$ cat src/rtl/gtpu_cls_pkg.sv
`timescale 1ns / 1ps

package gtpu_cls_pkg;

   // Bytes of the GTP-U header between the UDP header and the inner packet.
   localparam int TUNNEL_HEADER_BYTES = 8;

   localparam int UDP_HDR_BYTES = 8;
   // Offset of the source address inside the inner IPv4 header.
   localparam int INNER_SRC_OFFSET = 12;
   localparam int INNER_SRC_GAP = UDP_HDR_BYTES + TUNNEL_HEADER_BYTES + INNER_SRC_OFFSET;

   localparam logic [7:0] OFF_DEST_MAC_END = 8'd6;
   localparam logic [7:0] OFF_ETH_TYPE_HI  = 8'd12;
   localparam logic [7:0] OFF_ETH_TYPE_LO  = 8'd13;
   localparam logic [7:0] OFF_IP_VER_IHL   = 8'd14;
   localparam logic [7:0] OFF_IP_PROTO     = 8'd23;
   localparam logic [7:0] OFF_IP_DEST_FIRST = 8'd30;
   localparam logic [7:0] OFF_IP_DEST_LAST  = 8'd33;
   localparam logic [7:0] OFF_MAX          = 8'hff;

   localparam logic [15:0] ETHERTYPE_IPV4 = 16'h0800;
   localparam logic [7:0]  IP_PROTO_UDP   = 8'd17;
   localparam logic [7:0]  BROADCAST_BYTE = 8'hff;
   localparam logic [15:0] TUNNEL_UDP_PORT_RESET = 16'd2152;

   localparam logic SIDE_ACCESS  = 1'b0;
   localparam logic ROLE_SERVING = 1'b1;

   localparam int CSR_INDEX_WIDTH = 3;
   localparam int CSR_DATA_WIDTH  = 32;

   typedef enum logic [CSR_INDEX_WIDTH-1:0] {
      CSR_PORT_SIDE       = 3'd0,
      CSR_GATEWAY_ROLE    = 3'd1,
      CSR_SERVING_GW_ADDR = 3'd2,
      CSR_NETWORK_IF_ADDR = 3'd3,
      CSR_TUNNEL_UDP_PORT = 3'd4
   } csr_index_type;

   typedef struct packed {
      logic        port_side;
      logic        gateway_role;
      logic [31:0] serving_gw_addr;
      logic [31:0] network_if_addr;
      logic [15:0] tunnel_udp_port;
   } cfg_type;

   typedef struct packed {
      logic [7:0] frame_byte;
      logic       frame_last;
      logic       checksum_bad;
   } req_type;

   typedef struct packed {
      logic        to_kernel;
      logic [31:0] subscriber_addr;
   } rsp_type;

endpackage

$ cat src/rtl/gtpu_cls_csr.sv
`timescale 1ns / 1ps

module gtpu_cls_csr import gtpu_cls_pkg::*; (
   input  logic                       clock,
   input  logic                       reset,
   input  logic                       csr_wr_en,
   input  logic [CSR_INDEX_WIDTH-1:0] csr_index,
   input  logic [CSR_DATA_WIDTH-1:0]  csr_wdata,
   output cfg_type                    cfg
);

   cfg_type cfg_ff;
   cfg_type cfg_in;

   always_comb begin
      cfg_in = cfg_ff;
      if (csr_wr_en) begin
         unique case (csr_index)
            CSR_PORT_SIDE:       cfg_in.port_side       = csr_wdata[0];
            CSR_GATEWAY_ROLE:    cfg_in.gateway_role    = csr_wdata[0];
            CSR_SERVING_GW_ADDR: cfg_in.serving_gw_addr = csr_wdata;
            CSR_NETWORK_IF_ADDR: cfg_in.network_if_addr = csr_wdata;
            CSR_TUNNEL_UDP_PORT: cfg_in.tunnel_udp_port = csr_wdata[15:0];
            default:             cfg_in = cfg_ff;
         endcase
      end
   end

   always_ff @(posedge clock) begin
      if (reset) begin
         cfg_ff.port_side       <= SIDE_ACCESS;
         cfg_ff.gateway_role    <= ROLE_SERVING;
         cfg_ff.serving_gw_addr <= '0;
         cfg_ff.network_if_addr <= '0;
         cfg_ff.tunnel_udp_port <= TUNNEL_UDP_PORT_RESET;
      end else begin
         cfg_ff <= cfg_in;
      end
   end

   assign cfg = cfg_ff;

endmodule

$ cat src/rtl/gtpu_cls_parse.sv
`timescale 1ns / 1ps

module gtpu_cls_parse import gtpu_cls_pkg::*; (
   input  logic    clock,
   input  logic    reset,
   input  logic    step_en,
   input  req_type beat,
   input  cfg_type cfg,
   output rsp_type verdict
);

   logic [7:0]  byte_offset_ff, byte_offset_in;
   logic [5:0]  ip_header_len_ff, ip_header_len_in;
   logic [15:0] ether_kind_ff, ether_kind_in;
   logic        all_ones_dest_ff, all_ones_dest_in;
   logic [7:0]  ip_protocol_ff, ip_protocol_in;
   logic [31:0] outer_dest_addr_ff, outer_dest_addr_in;
   logic [15:0] udp_dest_port_ff, udp_dest_port_in;
   logic [31:0] inner_source_addr_ff, inner_source_addr_in;
   logic        checksum_fail_ff, checksum_fail_in;

   logic [7:0] o;
   logic [7:0] b;
   logic [6:0] udp_base;
   logic [7:0] inner_start;
   logic       fast;
   logic [31:0] addr;

   assign o = byte_offset_ff;
   assign b = beat.frame_byte;

   // The header length byte sits well before any offset derived from it, so
   // the stored length is always the one in force here.
   assign udp_base    = 7'(OFF_IP_VER_IHL) + {1'b0, ip_header_len_ff};
   assign inner_start = {1'b0, udp_base} + 8'(INNER_SRC_GAP);

   always_comb begin
      checksum_fail_in     = checksum_fail_ff | beat.checksum_bad;
      all_ones_dest_in     = all_ones_dest_ff;
      ether_kind_in        = ether_kind_ff;
      ip_header_len_in     = ip_header_len_ff;
      ip_protocol_in       = ip_protocol_ff;
      outer_dest_addr_in   = outer_dest_addr_ff;
      udp_dest_port_in     = udp_dest_port_ff;
      inner_source_addr_in = inner_source_addr_ff;

      if (o < OFF_DEST_MAC_END && b != BROADCAST_BYTE) all_ones_dest_in = 1'b0;
      if (o == OFF_ETH_TYPE_HI) ether_kind_in = {b, 8'h00};
      if (o == OFF_ETH_TYPE_LO) ether_kind_in = {ether_kind_ff[15:8], b};
      if (o == OFF_IP_VER_IHL)  ip_header_len_in = {b[3:0], 2'b00};
      if (o == OFF_IP_PROTO)    ip_protocol_in = b;
      if (o >= OFF_IP_DEST_FIRST && o <= OFF_IP_DEST_LAST) begin
         outer_dest_addr_in = {outer_dest_addr_ff[23:0], b};
      end
      if (o == {1'b0, udp_base} + 8'd2 || o == {1'b0, udp_base} + 8'd3) begin
         udp_dest_port_in = {udp_dest_port_ff[7:0], b};
      end
      if (o >= inner_start && o <= inner_start + 8'd3) begin
         inner_source_addr_in = {inner_source_addr_ff[23:0], b};
      end

      byte_offset_in = (o != OFF_MAX) ? o + 8'd1 : o;
   end

   // Verdict on the last byte, taken from the fields as updated by that byte.
   always_comb begin
      fast = 1'b0;
      addr = '0;
      if (!checksum_fail_in && ether_kind_in == ETHERTYPE_IPV4) begin
         if (cfg.port_side == SIDE_ACCESS) begin
            if (ip_protocol_in == IP_PROTO_UDP && udp_dest_port_in == cfg.tunnel_udp_port
                && o >= inner_start + 8'd3) begin
               fast = 1'b1;
               addr = inner_source_addr_in;
            end
         end else if (!all_ones_dest_in && o >= OFF_IP_DEST_LAST) begin
            if (cfg.gateway_role == ROLE_SERVING) begin
               fast = (outer_dest_addr_in == cfg.serving_gw_addr);
            end else begin
               fast = (outer_dest_addr_in != cfg.network_if_addr);
            end
            if (fast) addr = outer_dest_addr_in;
         end
      end
      verdict.to_kernel       = ~fast;
      verdict.subscriber_addr = addr;
   end

   always_ff @(posedge clock) begin
      if (reset || (step_en && beat.frame_last)) begin
         byte_offset_ff       <= '0;
         ip_header_len_ff     <= '0;
         ether_kind_ff        <= '0;
         all_ones_dest_ff     <= 1'b1;
         ip_protocol_ff       <= '0;
         outer_dest_addr_ff   <= '0;
         udp_dest_port_ff     <= '0;
         inner_source_addr_ff <= '0;
         checksum_fail_ff     <= 1'b0;
      end else if (step_en) begin
         byte_offset_ff       <= byte_offset_in;
         ip_header_len_ff     <= ip_header_len_in;
         ether_kind_ff        <= ether_kind_in;
         all_ones_dest_ff     <= all_ones_dest_in;
         ip_protocol_ff       <= ip_protocol_in;
         outer_dest_addr_ff   <= outer_dest_addr_in;
         udp_dest_port_ff     <= udp_dest_port_in;
         inner_source_addr_ff <= inner_source_addr_in;
         checksum_fail_ff     <= checksum_fail_in;
      end
   end

endmodule

$ cat src/rtl/gtpu_uplink_downlink_classifier.sv
`timescale 1ns / 1ps
//  Channel   Direction  Handshake             Payload
//  req_      in         req_valid/req_stall   req_payload (frame byte, last, checksum flag)
//  rsp_      out        rsp_valid/rsp_stall   rsp_payload (to_kernel, subscriber address)
//  csr_      in         csr_wr_en             csr_index, csr_wdata
//
//  One frame byte is taken every cycle while the input register is not held; a
//  verdict is loaded into the result register when the frame's last byte leaves
//  the input register, the parser working combinationally between the two.
//  Synchronous reset restores the config and parser defaults and empties both stages.
//  While a verdict waits under rsp_stall, ordinary bytes keep flowing; only a
//  frame's last beat is held in the input register until the result register frees.

module gtpu_uplink_downlink_classifier import gtpu_cls_pkg::*; (
   input  logic                       clock,
   input  logic                       reset,
   input  logic                       req_valid,
   output logic                       req_stall,
   input  req_type                    req_payload,
   output logic                       rsp_valid,
   input  logic                       rsp_stall,
   output rsp_type                    rsp_payload,
   input  logic                       csr_wr_en,
   input  logic [CSR_INDEX_WIDTH-1:0] csr_index,
   input  logic [CSR_DATA_WIDTH-1:0]  csr_wdata
);

   cfg_type cfg;
   rsp_type verdict;

   logic    in_valid_ff, in_valid_in;
   req_type in_beat_ff;
   logic    rsp_valid_ff, rsp_valid_in;
   rsp_type rsp_payload_ff;

   logic out_free;
   logic advance;
   logic req_accept;

   gtpu_cls_csr u_csr (
      .clock     (clock),
      .reset     (reset),
      .csr_wr_en (csr_wr_en),
      .csr_index (csr_index),
      .csr_wdata (csr_wdata),
      .cfg       (cfg)
   );

   gtpu_cls_parse u_parse (
      .clock   (clock),
      .reset   (reset),
      .step_en (advance),
      .beat    (in_beat_ff),
      .cfg     (cfg),
      .verdict (verdict)
   );

   assign out_free   = !rsp_valid_ff || !rsp_stall;
   assign advance    = in_valid_ff && (!in_beat_ff.frame_last || out_free);
   assign req_stall  = in_valid_ff && !advance;
   assign req_accept = req_valid && !req_stall;

   always_comb begin
      in_valid_in = req_accept || (in_valid_ff && !advance);
      if (advance && in_beat_ff.frame_last) begin
         rsp_valid_in = 1'b1;
      end else if (!rsp_stall) begin
         rsp_valid_in = 1'b0;
      end else begin
         rsp_valid_in = rsp_valid_ff;
      end
   end

   always_ff @(posedge clock) begin
      if (reset) begin
         in_valid_ff  <= 1'b0;
         rsp_valid_ff <= 1'b0;
      end else begin
         in_valid_ff  <= in_valid_in;
         rsp_valid_ff <= rsp_valid_in;
      end
   end

   always_ff @(posedge clock) begin
      if (req_accept) in_beat_ff <= req_payload;
      if (advance && in_beat_ff.frame_last) rsp_payload_ff <= verdict;
   end

   assign rsp_valid   = rsp_valid_ff;
   assign rsp_payload = rsp_payload_ff;

endmodule
$ cat config.mk
export PLATFORM = sky130hd
export DESIGN_NAME = gtpu_uplink_downlink_classifier
export DESIGN_NICKNAME = d
export VERILOG_FILES = /design/src/rtl/gtpu_cls_pkg.sv /design/src/rtl/gtpu_cls_csr.sv /design/src/rtl/gtpu_cls_parse.sv /design/src/rtl/gtpu_uplink_downlink_classifier.sv
export SDC_FILE = /design/constraint.sdc
export NUM_CORES = 1
export LEC_CHECK = 0
export BUFFER_PORTS_ARGS = -buffer_cell sky130_fd_sc_hd__buf_2
export CAP_MARGIN = 20
export CORE_MARGIN = 2
export CORE_UTILIZATION = 60
export CTS_CLUSTER_SIZE = 24
export DETAILED_ROUTE_END_ITERATION = 16
export GPL_ROUTABILITY_DRIVEN = 0
export MAX_ROUTING_LAYER = met4
export PLACE_DENSITY = 0.79
export SETUP_SLACK_MARGIN = 0.05
export SLEW_MARGIN = 0
export SYNTH_ARGS = -nofsm -noshare
export SYNTH_HDL_FRONTEND = slang
export SYNTH_SLANG_ARGS = --single-unit
$ cat constraint.sdc
create_clock -name clock -period 10.72 [get_ports clock]
set_clock_uncertainty 0.2 [all_clocks]
set_input_delay 1.608 -clock clock [delete_from_list [all_inputs] [get_ports clock]]
set_output_delay 1.608 -clock clock [all_outputs]
set_load 0.05 [all_outputs]
==> results.md <==
- The run finished with clean final reports.
- between 80 and 90 I/O pins were placed.
- The number of violations of the max-capacitance limit is 0.
- The first global-routing pass estimated 55200 um of wire.
- The number of cells on the worst hold path is 2.
- The depth of the worst register-to-register path is 16.
- Once detailed placement completed, the half-perimeter wirelength came to between 20000 and 25000 um.
- The violation count after the first detailed-route iteration is approximately 1200.
- The critical path's slowest cell is sky130_fd_sc_hd__and2_2.
- The post-route fraction of the period consumed by the critical path is 0.479.
- The cell area after synthesis is 12600 um2.
- The floorplan step defined a die boundary enclosing 22200 um2.
- After clock tree synthesis, the clock-pin slew on the worst setup and hold paths is 60 ps.
- The number of hold buffers added after CTS was 0.
- The fraction of final layout cells sized beyond drive strength 1 is 0.130.
- The initial antenna violation count is 0.
- The clock sink total is 245.
- The static leakage is 0.00504 uW.
- The aggregate global-route resource usage is 0.322.
- The height of the die is 149 um.
- The endpoint arrival time on the critical path is roughly 5300 ps.
- In the routed layout, each cell is associated on average with a via count of 6.21.
- Synthesis produced a netlist whose cell count is 1439.
- Among all flip-flop cells after synthesis, the most frequent one is sky130_fd_sc_hd__dfxtp_1.
- The total negative slack is 0 ps.
- STA classifies the critical path startpoint as a register.
- The transition at the pin with the smallest max-transition slack is 1130 ps.
- For this design the ratio of total power to cell area is about 140 nW/um2.
- The total number of H-tree levels is 1.
- For this configuration, the core starts out at a cell density of 0.605.
- For this run, the number of Yosys warnings is 0.
- In the final routed layout, each cell accounts on average for a little under 20 um.
- The worst slew margin relative to its limit is 0.244.
- The antenna cell count is 0.
- After clock tree synthesis, the setup repair step added 0 buffers.
- Port buffering added 84 buffers.
- The hold violation total from the final report was 0.
- The number of clock buffers inserted by TritonCTS is 26.
- Counting every net in the synthesized netlist gives 1509.
- The overall via count from detail_route is 10861.
- The CTS tree is built.
- The worst IR drop on VDD is 121 uV.
- The finished cells cover 13900 um2.
- The synthesized netlist contains 70 unique library cells.
- Of all flip-flops after synthesis, the portion carrying an async set or reset was 0.
- The detailed-route DRC error count is 0.
- The overall overflow remaining after global route is 0.
- In this run, synthesis produced a sequential element count of around 250.
- The detail route stage leaves a number of antenna-violating nets equal to 0.
- Setup repair after global routing left no endpoint under its margin.
- Hold is met by 271 ps.
- The cell chosen for the clock root is sky130_fd_sc_hd__clkbuf_16.
- The post-place instance area is 13100 um2.
- The worst endpoint required time is between 10000 and 15000 ps.
- The portion of the post-synthesis area used by sequential elements is 0.423.
- The total buffers and inverters traversed by the critical path is 2.
- After clock tree synthesis, the repair step resized 0 gates.
- Entering global routing, the biggest net connects 98 pins.
- The biggest fanout along the worst timing path is 33.
- The number of iterations in the first detailed-routing pass is 6.
- The maximum clock frequency is 0.195 GHz.
- The clock insertion delay at the later pin of the skew report is 530 ps.
- Total power for the finished layout comes to 2000 uW.
- Among cell families on the critical path, the largest total delay comes from simple AND/OR/NAND/NOR gates.
- The number of nets in the finished design is 1525.
- The row count is 53.
- The class of the most critical hold timing path is register to register.
- The smallest clock period supported by the final layout is computed as 5140 ps.
- The max-slew violation count was 0.
- The area inside the core boundary is between 20000 and 25000 um2.
- The via count of the first global-routing pass is 10244.
- The area added between synthesis and finish is 10.5%.
- The x dimension of the die is 149 um.
- Walking the worst path, the cells encountered are inv_1 -> ha_1 -> xor2_1 -> nand3_1 -> xor2_1 -> nor2_1 -> xor2_1 -> ha_1 -> a21o_1 -> a21o_1 -> a21o_1 -> a221oi_4 -> buf_4 -> and2_2 -> mux2i_1 -> nor2_1.
- The worst setup path is of the register to register kind.
- The depth of the critical timing path with buffers and inverters included is 16.
- A synthesized cell averages 8.76 um2.
- The maximum count of clock buffers along a single path is 3.
- The total wirelength of the detailed-routed design is 34700 um.
- The endpoint type of the worst setup path is a register.
- Setup violations remaining at the end of the flow were counted as 0.
- The largest incremental delay on the critical path is 890 ps.
- The count of flip-flops with a built-in enable after synthesis is 43.
## metrics by stage
step	setup slack [ps]	utilization	cells
2_1_floorplan	6500	-	1439
3_3_place_gp	5850	0.624	1700
3_5_place_dp	5750	0.627	1702
4_1_cts	5640	0.669	1749
5_1_grt	5240	0.669	1749
6_report	5580	0.669	1749
## cells in the final DEF (no fill, tap or decap), drive strengths merged, types with 5 or more instances in the layout
master,n
o21ai,6
dfxtp,202
a22oi,12
xnor2,56
nor4,23
nand3b,6
inv,52
buf,100
nand2,278
edfxtp,43
or2,5
o32ai,32
nor3,14
a21oi,168
nor2b,5
nand3,12
or4,5
nand4,22
a22o,5
ha,20
xor2,59
clkbuf,36
mux2i,94
a211oi,5
a21o,9
o22ai,14
o2bb2ai,6
and3,6
nor2,115
clkinv,6
## registers in the layout (all words and copies together), names as in the netlist
signal / flops
u_parse.ip_header_len_ff: 4
u_parse.all_ones_dest_ff: 1
u_parse.byte_offset_ff: 8
in_beat_ff: 10
u_parse.checksum_fail_ff: 1
u_parse.udp_dest_port_ff: 16
u_parse.outer_dest_addr_ff: 32
rsp_payload: 33
in_valid_ff: 1
u_csr.cfg: 82
u_parse.inner_source_addr_ff: 32
u_parse.ip_protocol_ff: 8
rsp_valid: 1
u_parse.ether_kind_ff: 16
## path summary, 6_finish.rpt
| check | from | endpoint | slack [ps] |
|---|---|---|---|
| setup / recovery | u_parse.ip_header_len_ff[2] | u_parse.inner_source_addr_ff[20] | 5580 |
| setup reg to reg | u_parse.ip_header_len_ff[2] | u_parse.inner_source_addr_ff[20] | 5580 |
| hold / removal | u_parse.udp_dest_port_ff[12] | u_parse.udp_dest_port_ff[12] | 270 |
| hold reg to reg | u_parse.udp_dest_port_ff[12] | u_parse.udp_dest_port_ff[12] | 270 |
## kinds of logic after synthesis
kind of cell | synth area share
and+or+nand+nor | 0.180
AOI/OAI and AO/OA | 0.163
DFF | 0.423
buffers and inverters | 0.0552
xor gates and xnor gates | 0.0832
muxes | 0.0755
adders and majority gates | 0.0198
## synth_stat cells (all sizes together), types with 2 or more instances
library cell,number,area (um2)
dfxtp,202,4040
xor2,59,536
a22o,5,43.8
nand3,12,60.1
a211oi,5,47.5
or4,5,37.5
o221ai,3,26.3
nand2b,4,25.0
a22oi,12,95.1
nand3b,6,45.0
and3,6,37.5
ha,20,250
a21o,9,67.6
edfxtp,43,1290
nor3,14,75.1
o211ai,4,30.0
a2bb2oi,2,23.8
xnor2,56,490
and2,4,25.0
o21a,3,22.5
a2111oi,3,26.3
nand4,22,153
o21ai,6,41.3
and4b,2,20.0
nor4b,4,35.0
o2bb2ai,6,52.6
nand2,278,1040
a221o,2,20.0
a21oi,168,841
mux2i,94,941
o21bai,2,15.0
nor2,115,439
a222oi,3,30.0
clkbuf,88,330
nor4,23,150
buf,24,174
nand4b,4,35.0
o22ai,14,87.6
inv,51,191
nor2b,5,31.3
or2,5,31.3
o32ai,32,505
## layout make-up
class | instances | area, um2
Fill cell | 1668 | 6890
Inverter | 51 | 191
Tap cell | 275 | 344
Sequential cell | 245 | 5340
Multi-Input combinational cell | 1031 | 6610
Clock inverter | 11 | 106
Timing Repair Buffer | 100 | 581
Clock buffer | 36 | 772
## metal layers
layer,vias to the layer above,global-route usage,share of wire
met5,-,-,0
met4,0,0.112,0.035
met3,109,0.0560,0.10
met2,638,0.485,0.44
met1,5115,0.440,0.42
li1,4999,-,-
## power breakdown
part	switching [uW]	internal, uW	leakage, uW	total, uW
clock network	371	550	0.000425	921
logic	81.8	35.4	0.00252	117
registers	15.3	946	0.00209	962
## tightest hold or removal path: stages, from the launching register on
cell	delay, ps
sky130_fd_sc_hd__dfxtp_1	310
sky130_fd_sc_hd__nand2_1	50
sky130_fd_sc_hd__a21oi_1	50
Note: power is estimated with default switching activity, not from simulation.
